<file path="src/hw/rtl/lagdiff_pkg.sv">
// ----------------------------------------------------------------------------
// lagdiff_pkg
// Shared types and constants for the lagged differentiator (DT1 element).
// ----------------------------------------------------------------------------
package lagdiff_pkg;

    // Input transaction: one sample and its enable bit
    typedef struct packed {
        logic signed [31:0] sample_in;
        logic               enable;
    } in_item_t;

    // Output transaction: one result per accepted sample
    typedef struct packed {
        logic signed [31:0] result_value;
        logic               enable_out;
        logic [13:0]        cycle_count;
    } out_item_t;

    // Sequencer states
    typedef enum logic [2:0] {
        ST_IDLE,
        ST_MUL_T1,
        ST_MUL_P1,
        ST_MUL_P2,
        ST_PREP,
        ST_DIVIDE,
        ST_FINISH
    } state_t;

    // Configuration register indexes
    localparam logic [1:0] CFG_DIFF_GAIN    = 2'd0;
    localparam logic [1:0] CFG_LAG_RATIO    = 2'd1;
    localparam logic [1:0] CFG_CYCLE_PERIOD = 2'd2;

    // Register reset values, unsigned Q16.16
    localparam logic [31:0] DIFF_GAIN_RST    = 32'd65536;
    localparam logic [31:0] LAG_RATIO_RST    = 32'd6554;
    localparam logic [31:0] CYCLE_PERIOD_RST = 32'd65536;

    // Step counter wraps after this value
    localparam logic [13:0] COUNT_LAST = 14'd9999;

    // Serial divider: one quotient bit per cycle over a 65-bit dividend
    localparam int          DIV_CNT_W  = 7;
    localparam logic [6:0]  DIV_LAST   = 7'd64;

endpackage

</file>
<file path="src/hw/rtl/lagged_differentiator.sv">
// ----------------------------------------------------------------------------
// lagged_differentiator
// Backward-Euler DT1 step (derivative with first-order lag) in Q16.16,
// built on one shared 32x32 multiplier and a restoring serial divider.
// ----------------------------------------------------------------------------
//
//  channel | signals                               | direction | payload
//  --------+---------------------------------------+-----------+------------------
//  in      | in_valid, in_ready, in_data           | sink      | in_item_t
//  out     | out_valid, out_ready, out_data        | source    | out_item_t
//  cfg     | cfg_valid, cfg_ready, cfg_index/data  | sink      | 2-bit index, 32b
//
//  Sequence: an enabled transaction runs three multiplier passes, one
//  sum/denominator step, 65 divider steps and one finish step before the
//  next is accepted. A zero denominator skips the divider. A disabled
//  transaction goes from idle straight to the finish step.
//  in_ready is high only while the sequencer idles.
//  Reset: asynchronous, active low; restores register defaults and clears
//  the stored input, output and step counter.
//  Stalls: the result sits in an output register; the next transaction is
//  accepted while it waits, and only the finish step holds for a free slot.
//  cfg_ready is always high; a write to an unused index is dropped.
//
module lagged_differentiator #(
    parameter int DATA_WIDTH = 32
) (
    input  logic                   clk,
    input  logic                   rst_n,
    input  logic                   in_valid,
    output logic                   in_ready,
    input  lagdiff_pkg::in_item_t  in_data,
    output logic                   out_valid,
    input  logic                   out_ready,
    output lagdiff_pkg::out_item_t out_data,
    input  logic                   cfg_valid,
    output logic                   cfg_ready,
    input  logic [1:0]             cfg_index,
    input  logic [31:0]            cfg_data
);

    // Saturation width is capped at the 32-bit port width
    localparam int          SAT_W   = (DATA_WIDTH < 32) ? DATA_WIDTH : 32;
    localparam logic [62:0] POS_LIM = 63'((64'd1 << (SAT_W - 1)) - 64'd1);
    localparam logic [62:0] NEG_LIM = 63'(64'd1 << (SAT_W - 1));

    // ---------------- state ----------------
    lagdiff_pkg::state_t state_reg, state_next;

    logic [31:0]        diff_gain_reg, lag_ratio_reg, cycle_period_reg;
    logic signed [31:0] last_input_reg, last_output_reg;
    logic [13:0]        step_count_reg;

    logic               en_reg;
    logic               hold_reg;
    logic [31:0]        dmag_reg;
    logic               dneg_reg;
    logic [31:0]        t1_reg;
    logic [63:0]        p1_reg, p2_reg;
    logic [64:0]        dividend_reg;
    logic               neg_reg;
    logic [32:0]        den_reg;
    logic [32:0]        rem_reg;
    logic [64:0]        quot_reg;
    logic [lagdiff_pkg::DIV_CNT_W-1:0] div_cnt_reg;

    logic                   out_valid_reg;
    lagdiff_pkg::out_item_t out_data_reg;

    // ---------------- control outputs ----------------
    logic        in_fire;
    logic        finish_fire;
    logic [31:0] mul_a, mul_b;
    logic [63:0] mul_prod;

    // ---------------- datapath helpers ----------------
    logic [32:0] in_diff;
    logic [31:0] last_out_mag;
    logic [64:0] mag_sum;
    logic [32:0] den_sum;
    logic [33:0] rem_shift;
    logic        rem_ge;
    logic        quot_ovf;
    logic [62:0] quot_mag;
    logic [62:0] sat_mag;
    logic signed [31:0] result_next;
    logic [13:0] step_count_next;

    // ---------------- next state ----------------
    always_comb
    begin
        state_next = state_reg;
        case (state_reg)
            lagdiff_pkg::ST_IDLE:
            begin
                if (in_valid)
                begin
                    state_next = in_data.enable ? lagdiff_pkg::ST_MUL_T1
                                                : lagdiff_pkg::ST_FINISH;
                end
            end
            lagdiff_pkg::ST_MUL_T1: state_next = lagdiff_pkg::ST_MUL_P1;
            lagdiff_pkg::ST_MUL_P1: state_next = lagdiff_pkg::ST_MUL_P2;
            lagdiff_pkg::ST_MUL_P2: state_next = lagdiff_pkg::ST_PREP;
            lagdiff_pkg::ST_PREP:
            begin
                // zero denominator: skip the divider, output holds
                state_next = (den_sum == '0) ? lagdiff_pkg::ST_FINISH
                                             : lagdiff_pkg::ST_DIVIDE;
            end
            lagdiff_pkg::ST_DIVIDE:
            begin
                if (div_cnt_reg == '0)
                begin
                    state_next = lagdiff_pkg::ST_FINISH;
                end
            end
            lagdiff_pkg::ST_FINISH:
            begin
                if (!out_valid_reg || out_ready)
                begin
                    state_next = lagdiff_pkg::ST_IDLE;
                end
            end
            default: state_next = lagdiff_pkg::ST_IDLE;
        endcase
    end

    // ---------------- control outputs ----------------
    always_comb
    begin
        in_ready    = 1'b0;
        finish_fire = 1'b0;
        mul_a       = lag_ratio_reg;
        mul_b       = diff_gain_reg;
        case (state_reg)
            lagdiff_pkg::ST_IDLE:   in_ready = 1'b1;
            lagdiff_pkg::ST_MUL_T1:
            begin
                mul_a = lag_ratio_reg;
                mul_b = diff_gain_reg;
            end
            lagdiff_pkg::ST_MUL_P1:
            begin
                mul_a = t1_reg;
                mul_b = last_out_mag;
            end
            lagdiff_pkg::ST_MUL_P2:
            begin
                mul_a = diff_gain_reg;
                mul_b = dmag_reg;
            end
            lagdiff_pkg::ST_FINISH: finish_fire = !out_valid_reg || out_ready;
            default:
            begin
                in_ready = 1'b0;
            end
        endcase
    end

    assign in_fire   = in_valid && in_ready;
    assign cfg_ready = 1'b1;
    assign out_valid = out_valid_reg;
    assign out_data  = out_data_reg;

    // The one shared multiplier; its product is registered in the multiplier states
    assign mul_prod = 64'(mul_a) * 64'(mul_b);

    // u - u_prev, 33-bit signed
    assign in_diff = {in_data.sample_in[31], in_data.sample_in}
                   - {last_input_reg[31], last_input_reg};

    assign last_out_mag = last_output_reg[31] ? (32'd0 - last_output_reg)
                                              : last_output_reg;

    // Signed sum of the two products as sign plus 65-bit magnitude
    always_comb
    begin
        if (last_output_reg[31] == dneg_reg)
        begin
            mag_sum = {1'b0, p1_reg} + {1'b0, p2_reg};
        end
        else if (p1_reg >= p2_reg)
        begin
            mag_sum = {1'b0, p1_reg - p2_reg};
        end
        else
        begin
            mag_sum = {1'b0, p2_reg - p1_reg};
        end
    end

    assign den_sum = {1'b0, cycle_period_reg} + {1'b0, t1_reg};

    // Restoring division step
    assign rem_shift = {rem_reg, dividend_reg[64]};
    assign rem_ge    = rem_shift >= {1'b0, den_reg};

    // Quotient bits 64 and 63 mean overflow
    assign quot_ovf = quot_reg[64] | quot_reg[63];
    assign quot_mag = quot_reg[62:0];

    always_comb
    begin
        if (neg_reg)
        begin
            sat_mag     = (quot_ovf || quot_mag > NEG_LIM) ? NEG_LIM : quot_mag;
            result_next = 32'd0 - sat_mag[31:0];
        end
        else
        begin
            sat_mag     = (quot_ovf || quot_mag > POS_LIM) ? POS_LIM : quot_mag;
            result_next = sat_mag[31:0];
        end
        if (hold_reg)
        begin
            result_next = last_output_reg;
        end
    end

    assign step_count_next = (step_count_reg == lagdiff_pkg::COUNT_LAST) ? 14'd0
                                                                         : step_count_reg + 14'd1;

    // ---------------- control registers ----------------
    always_ff @(posedge clk or negedge rst_n)
    begin
        if (!rst_n)
        begin
            state_reg        <= lagdiff_pkg::ST_IDLE;
            diff_gain_reg    <= lagdiff_pkg::DIFF_GAIN_RST;
            lag_ratio_reg    <= lagdiff_pkg::LAG_RATIO_RST;
            cycle_period_reg <= lagdiff_pkg::CYCLE_PERIOD_RST;
            last_input_reg   <= '0;
            last_output_reg  <= '0;
            step_count_reg   <= '0;
            out_valid_reg    <= 1'b0;
        end
        else
        begin
            state_reg <= state_next;

            if (cfg_valid && cfg_ready)
            begin
                case (cfg_index)
                    lagdiff_pkg::CFG_DIFF_GAIN:    diff_gain_reg    <= cfg_data;
                    lagdiff_pkg::CFG_LAG_RATIO:    lag_ratio_reg    <= cfg_data;
                    lagdiff_pkg::CFG_CYCLE_PERIOD: cycle_period_reg <= cfg_data;
                    default:                       diff_gain_reg    <= diff_gain_reg;
                endcase
            end

            if (in_fire)
            begin
                last_input_reg <= in_data.sample_in;
                step_count_reg <= step_count_next;
            end

            if (finish_fire)
            begin
                last_output_reg <= result_next;
                out_valid_reg   <= 1'b1;
            end
            else if (out_ready)
            begin
                out_valid_reg <= 1'b0;
            end
        end
    end

    // ---------------- datapath registers ----------------
    always_ff @(posedge clk)
    begin
        case (state_reg)
            lagdiff_pkg::ST_IDLE:
            begin
                if (in_fire)
                begin
                    en_reg   <= in_data.enable;
                    hold_reg <= !in_data.enable;
                    dneg_reg <= in_diff[32];
                    dmag_reg <= in_diff[32] ? 32'(33'd0 - in_diff) : in_diff[31:0];
                end
            end
            lagdiff_pkg::ST_MUL_T1:
            begin
                // t1 = (ratio * td) >> 16, saturated to 32 bits
                t1_reg <= (mul_prod[63:48] != '0) ? '1 : mul_prod[47:16];
            end
            lagdiff_pkg::ST_MUL_P1: p1_reg <= mul_prod;
            lagdiff_pkg::ST_MUL_P2: p2_reg <= mul_prod;
            lagdiff_pkg::ST_PREP:
            begin
                dividend_reg <= mag_sum;
                neg_reg      <= (last_output_reg[31] == dneg_reg) ? dneg_reg
                              : ((p1_reg >= p2_reg) ? last_output_reg[31] : dneg_reg);
                den_reg      <= den_sum;
                hold_reg     <= (den_sum == '0);
                rem_reg      <= '0;
                quot_reg     <= '0;
                div_cnt_reg  <= lagdiff_pkg::DIV_LAST;
            end
            lagdiff_pkg::ST_DIVIDE:
            begin
                dividend_reg <= {dividend_reg[63:0], 1'b0};
                rem_reg      <= rem_ge ? 33'(rem_shift - {1'b0, den_reg}) : rem_shift[32:0];
                quot_reg     <= {quot_reg[63:0], rem_ge};
                div_cnt_reg  <= div_cnt_reg - 7'd1;
            end
            lagdiff_pkg::ST_FINISH:
            begin
                if (finish_fire)
                begin
                    out_data_reg.result_value <= result_next;
                    out_data_reg.enable_out   <= en_reg;
                    out_data_reg.cycle_count  <= step_count_reg;
                end
            end
            default:
            begin
                en_reg <= en_reg;
            end
        endcase
    end

endmodule

</file>
<file path="config.mk">
export PLATFORM = sky130hd
export DESIGN_NAME = lagged_differentiator
export DESIGN_NICKNAME = d
export VERILOG_FILES = /design/src/hw/rtl/lagdiff_pkg.sv /design/src/hw/rtl/lagged_differentiator.sv
export SDC_FILE = /design/constraint.sdc
export NUM_CORES = 2
export LEC_CHECK = 0
export BUFFER_PORTS_ARGS = -buffer_cell sky130_fd_sc_hd__buf_2
export CORE_MARGIN = 5
export CORE_UTILIZATION = 44
export CTS_CLUSTER_DIAMETER = 150
export CTS_CLUSTER_SIZE = 28
export DETAILED_ROUTE_END_ITERATION = 7
export PLACE_DENSITY = 0.68
export SLEW_MARGIN = 20
export SYNTH_ARGS = -nofsm -noshare
export SYNTH_HDL_FRONTEND = slang
export SYNTH_SLANG_ARGS = --single-unit
</file>
<file path="constraint.sdc">
create_clock -name clk -period 12.1 [get_ports clk]
set_input_delay 2.42 -clock clk [delete_from_list [all_inputs] [get_ports clk]]
set_output_delay 2.42 -clock clk [all_outputs]
set_load 0.02 [all_outputs]
</file>
---- Word level (Yosys, flattened, before mapping) ----
Index checks and enable logic that the tools add are counted.
word-level totals
  register bits after elaboration ......... 624
  output and inout bits ................... 50
operators by class
  add/subtract/negate cells ............... 11
  multiply operators ...................... 1
  $lt $le $gt $ge ......................... 4
  equal/unequal tests ..................... 14
  multiplexer cells ....................... 30
  bitwise logic cells ..................... 1
  reductions and logical operators ........ 21
operator list
  kind                                                                    count
  65-bit one-hot mux with 2 select lines                                  2
  32-bit 2-to-1 mux                                                       6
  32-bit one-hot mux with 2 select lines                                  2
  64-bit subtractor                                                       2
  1-bit by 32-bit subtractor with 32-bit output, first input constant     3
  33-bit one-hot mux with 2 select lines                                  1
  64-bit by 64-bit adder with 65-bit output                               1
  65-bit 2-to-1 mux                                                       1
  64-bit >= comparator                                                    1
  32-bit by 32-bit multiplier with 64-bit output                          1
  64-bit 2-to-1 mux                                                       1
  63-bit by 31-bit > comparator with 1-bit output, second input constant  1
  63-bit by 32-bit > comparator with 1-bit output, second input constant  1
  34-bit by 33-bit >= comparator with 1-bit output                        1
  32-bit by 32-bit adder with 33-bit output                               1
  33-bit zero test                                                        1
  33-bit 2-to-1 mux                                                       1
  32-bit by 32-bit subtractor with 33-bit output                          1
  33-bit subtractor                                                       1
  3-bit one-hot mux with 7 select lines                                   1
  16-bit nonzero test                                                     1
  14-bit by 1-bit adder with 14-bit output, second input constant         1
  14-bit equality test, second input constant                             1
  14-bit 2-to-1 mux                                                       1
  23 further kinds                                                        48

---- Longest topological paths before layout ----
  depth after elaboration ................. 6
  mapped depth ............................ 41
  gate-level depth less buffers ........... 38

---- Worst setup path after synthesis ----
No wires, ideal clock.
  kind .................................... flip-flop to flip-flop
  start point ............................. register state_reg[2]
  end point ............................... register t1_reg[12] (data pin)
  arrival time ............................ 11240 ps
  path slack .............................. 594 ps
  stages on the path, launching flop included .. 33
  buffers on the path ..................... 5
  cell sequence ........................... dfrtp_1 clkbuf_1 nand2b_1 clkbuf_1 nor2_1 nand3_1 nor3_1 a21oi_1 o21ai_0 clkbuf_1 nand2_1 fa_1 fa_1 inv_1 fa_1 fa_1 fa_1 fa_1 fa_1 fa_1 ha_1 clkbuf_1 a21o_1 a21oi_1 a21o_1 or4_1 nor3_1 o211ai_1 a211oi_1 nand4b_1 nor4_2 buf_2 or3b_1
between the ends
  cells in the longest elaborated chain, start to end .. 4
  elaborated cells between the ends (all ways) .. 6
  those cells by class .................... mul (1); eq/ne (2); mux (2); reduce/logical (1)
RTL lines
  what                                                line                          RTL
  from (decl)                                         lagged_differentiator.sv:47   lagdiff_pkg::state_t state_reg, state_next;
  from (signal assigned)                              lagged_differentiator.sv:228  state_reg <= lagdiff_pkg::ST_IDLE;
  from (signal assigned)                              lagged_differentiator.sv:239  state_reg <= state_next;
  3-bit by 2-bit equality test with 1-bit output      lagged_differentiator.sv:135  case (state_reg)
  32-bit one-hot mux with 2 select lines              lagged_differentiator.sv:135
  32-bit by 32-bit multiplier with 64-bit output (*)  lagged_differentiator.sv:166  assign mul_prod = 64'(mul_a) * 64'(mul_b);
  16-bit nonzero test                                 lagged_differentiator.sv:286  t1_reg <= (mul_prod[63:48] != '0) ? '1 : mul_prod[47:16];
  to (signal assigned)                                lagged_differentiator.sv:286
  to (decl)                                           lagged_differentiator.sv:57   logic [31:0] t1_reg;
Mark *: on every way between the ends. The rest lies on a longest branch, timed or not.
A chain may end at the register's enable or synchronous reset.

---- Worst setup path after layout ----
  start point ............................. register last_output_reg[8]
  end point ............................... register t1_reg[5] (data pin)
between the ends
  cells in the longest elaborated chain, start to end .. 5
RTL lines
  what                                                line                          RTL
  from (decl)                                         lagged_differentiator.sv:50   logic signed [31:0] last_input_reg, last_output_reg;
  from (signal assigned)                              lagged_differentiator.sv:259  last_output_reg <= result_next;
  1-bit by 32-bit subtractor with 32-bit output       lagged_differentiator.sv:172  assign last_out_mag = last_output_reg[31] ? (32'd0 - last_output_reg)
  32-bit 2-to-1 mux (*)                               lagged_differentiator.sv:172
  32-bit one-hot mux with 2 select lines (*)          lagged_differentiator.sv:135
  32-bit by 32-bit multiplier with 64-bit output (*)  lagged_differentiator.sv:166
  net mul_prod[52]                                    lagged_differentiator.sv:73   logic [63:0] mul_prod;
  16-bit nonzero test (*)                             lagged_differentiator.sv:286
The timed path passes the listed nets; every way through them passes the cells marked *.

==> impl_metrics.ini <==
[final_layout]
syn_to_final_growth_pct = 6.021
fillers = 16740
drive_gt1_share_pct = 7.061
layout.nets = 10060

[timing]
period_minus_slack_ps = 11640
max-slew-margin-rel_pct = 16.92
final_max_slew_viol_count = 0
worst_pin_slew_ps = 1246
hold_violations = 0
post-route-period-util_pct = 96.22
finalSetupViolations = 0
tns_ps = 0
fmax_mhz = 85.89
clock_skew_ps = 83.64
rsz0062_at_grt = no

[die]
initial_utilization_pct = 44.13
dieArea_um2 = 182400
rows = 153
io_pins = 122
core_area_um2 = 173400
die_w_um = 427.1
die_h_um = 427.1

[synth]
synthesis.nets = 10150
yosysSeqAreaShare_pct = 23.33
synth-async-reset-ratio_pct = 28.53
synthSimpleGateAreaFrac_pct = 15.35
synthXorXnorAreaFrac_pct = 3.009
synth_compound_area_share_pct = 14.61
synth_top_family_by_area = adder cells
synthAdderAreaFrac_pct = 32.70
post_synth.cell_area_avg_um2 = 8.876
syn_inst = 8623
yosys_warnings = 0
synth_edf_count = 446
ys_seq_elements = 624
syn_area_um2 = 76540
synth_ff_type = edfxtp_1
synth_mux_area_share_pct = 2.530
synth_cell_type_count = 105

[place]
io_buffer_count = 120
dp_hpwl_um = 213000
place.gp.congestion = 1.067

[route]
first_pass_iters = 7
viasPerCell = 5.908
detail-route-antenna-nets = 0
vias = 64410
drc = 0
wl_um = 262800
drt_iter0_markers = 7050
avgRoutedWirePerCell_um = 24.11

[clocking]
numCtsBuffers = 28
cts_root_buf = clkbuf_16
clk-insertion-delay-late_ps = 700
post_cts_resize_count = 0
clkTransAtPathRegs_ps = 120
cts_tree = yes
cts_buffer_depth = 3
cts_setup_buffers = 0
hold_buffers = 0
cts_sinks = 624
htreeDepth = 1

[setup_path]
path_max_fanout = 32
endpoint_kind = flop
cpPeakStageDelay_ps = 700
worstPathRequired_ps = 12480
arrival_ps = 12020
crit_type = flop to flop
cp_slowest_cell = o21a_1
crit_top_cell = fa_1
critPathLaunchType = flop

[worst_hold_path]
min-delay-path-class = flop to flop

[grt]
overflow = 0
first_global_vias = 63460
antenna_found_initial = 32
grt_max_degree = 168
grt_pass1_wl_um = 396700
track_usage_pct = 28.50

[status]
outcome = finished, final reports clean

[flow_run]
cap_violations = 0
-- critical path: cells and delay by family, from the launching register on --
kind	cells	cell delay [ps]
fa+ha+maj	9	4090
compound gates	10	3450
simple gates	8	2260
buf+inv	4	670
flops	1	440
xor+xnor	2	380
-- layout by cell type (no fill, tap or decap), types with 27 or more instances in the layout --
| cell type | count |
|---|---|
| or3b_1 | 32 |
| o21ai_1 | 43 |
| o31ai_1 | 60 |
| and3_1 | 96 |
| edfxtp_1 | 446 |
| and2_1 | 46 |
| buf_2 | 119 |
| a21oi_1 | 498 |
| nand2b_1 | 35 |
| xor2_1 | 76 |
| o21bai_1 | 96 |
| o21a_1 | 85 |
| fa_1 | 902 |
| nor4_1 | 55 |
| nor2_1 | 865 |
| a211oi_1 | 63 |
| nor3_1 | 133 |
| mux2i_1 | 54 |
| xnor2_1 | 184 |
| nand2_1 | 999 |
| nor2b_1 | 40 |
| clkbuf_16 | 28 |
| mux2_2 | 124 |
| o211ai_1 | 41 |
| buf_4 | 192 |
| o21ai_0 | 388 |
| a31oi_1 | 45 |
| or3_1 | 27 |
| nand4_1 | 81 |
| nand3_1 | 98 |
| ha_1 | 557 |
| a21o_1 | 129 |
| dfrtp_1 | 168 |
| inv_1 | 1268 |
-- final timing paths --
check	startpoint	endpoint	slack, ps	depth (start not counted)
setup / recovery	last_output_reg[8]$_DFFE_PN0P_	t1_reg[5]$_SDFFCE_PP1P_	460	33
hold reg to reg	en_reg$_DFFE_PP_	out_data[14]$_DFFE_PP_	440	0
hold / removal	en_reg$_DFFE_PP_	out_data[14]$_DFFE_PP_	440	0
max in group asynchronous	rst_n	diff_gain_reg[11]$_DFFE_PN0P_	8310	3
setup reg to reg	last_output_reg[8]$_DFFE_PN0P_	t1_reg[5]$_SDFFCE_PP1P_	460	33
min in group asynchronous	rst_n	last_input_reg[10]$_DFFE_PN0P_	1760	1
-- layer usage --
layer | GRT usage [%] | part of all wire (%) | wire length (um)
met5 | 0 | 0.026 | 69
met1 | 38.97 | 41 | 108000
met2 | 42.64 | 43 | 111900
met3 | 5.729 | 9.6 | 25240
met4 | 15.39 | 6.7 | 17600
-- cells by family (layout without fill, tap and decap cells) --
logic type,after synthesis,in the layout
and+or+nand+nor,2626,2626
other,1,24
buffers and inverters,1711,1642
xor gates and xnor gates,263,263
AOI/OAI and AO/OA,1761,1761
muxes,178,178
DFF,624,624
adders and majority gates,1459,1459
-- area by class of cell --
class	count	area (um2)	area share (%)
Multi-Input combinational cell	6288	52500	64.69
Sequential cell	624	17860	22.01
Inverter	1273	4778	5.888
Tap cell	2325	2909	3.585
Timing Repair Buffer	317	2153	2.654
Clock buffer	44	770.7	0.9498
Clock inverter	8	118.9	0.1465
Antenna cell	23	57.56	0.07093
-- synth_stat cells, drive strengths merged, types with 45 or more instances --
| library cell | instances | area, um2 |
|---|---|---|
| edfxtp | 446 | 13390 |
| inv | 1268 | 4760 |
| a211oi | 63 | 473.0 |
| o21ai | 461 | 2318 |
| nand3 | 98 | 490.5 |
| mux2 | 124 | 1396 |
| clkbuf | 382 | 1434 |
| fa | 902 | 18060 |
| dfrtp | 169 | 4229 |
| and2 | 49 | 307.8 |
| o21bai | 96 | 720.7 |
| mux2i | 54 | 540.5 |
| xnor2 | 186 | 1629 |
| nor3 | 134 | 675.7 |
| o31ai | 60 | 450.4 |
| a31oi | 45 | 281.5 |
| xor2 | 77 | 674.4 |
| and3 | 96 | 600.6 |
| a21oi | 502 | 2524 |
| ha | 557 | 6969 |
| o21a | 92 | 693.2 |
| buf | 55 | 256.5 |
| nor4 | 59 | 394.1 |
| nand4 | 81 | 506.7 |
| nand2 | 1000 | 3754 |
| a21o | 130 | 983.4 |
| nor2 | 869 | 3264 |
-- stage by stage --
step / util (%) / worst slack (ps) / cell area, um2 / std cells / hold WS [ps]
after floorplan: - / 593.9 / 76540 / 8623 / 400.3
after global placement: 46.20 / 645.0 / 80120 / 10830 / 403.5
after detailed placement: 46.21 / 616.1 / 80140 / 10830 / 409.0
after CTS: 46.72 / 480.2 / 81030 / 10880 / 436.4
after global routing: 46.78 / 46.77 / 81140 / 10900 / 456.6
final: 46.79 / 457.6 / 81150 / 10900 / 437.4
Power is left out: the tool's default activity adds up to more than one toggle a clock period on the data nets, which glitch-free logic cannot reach.
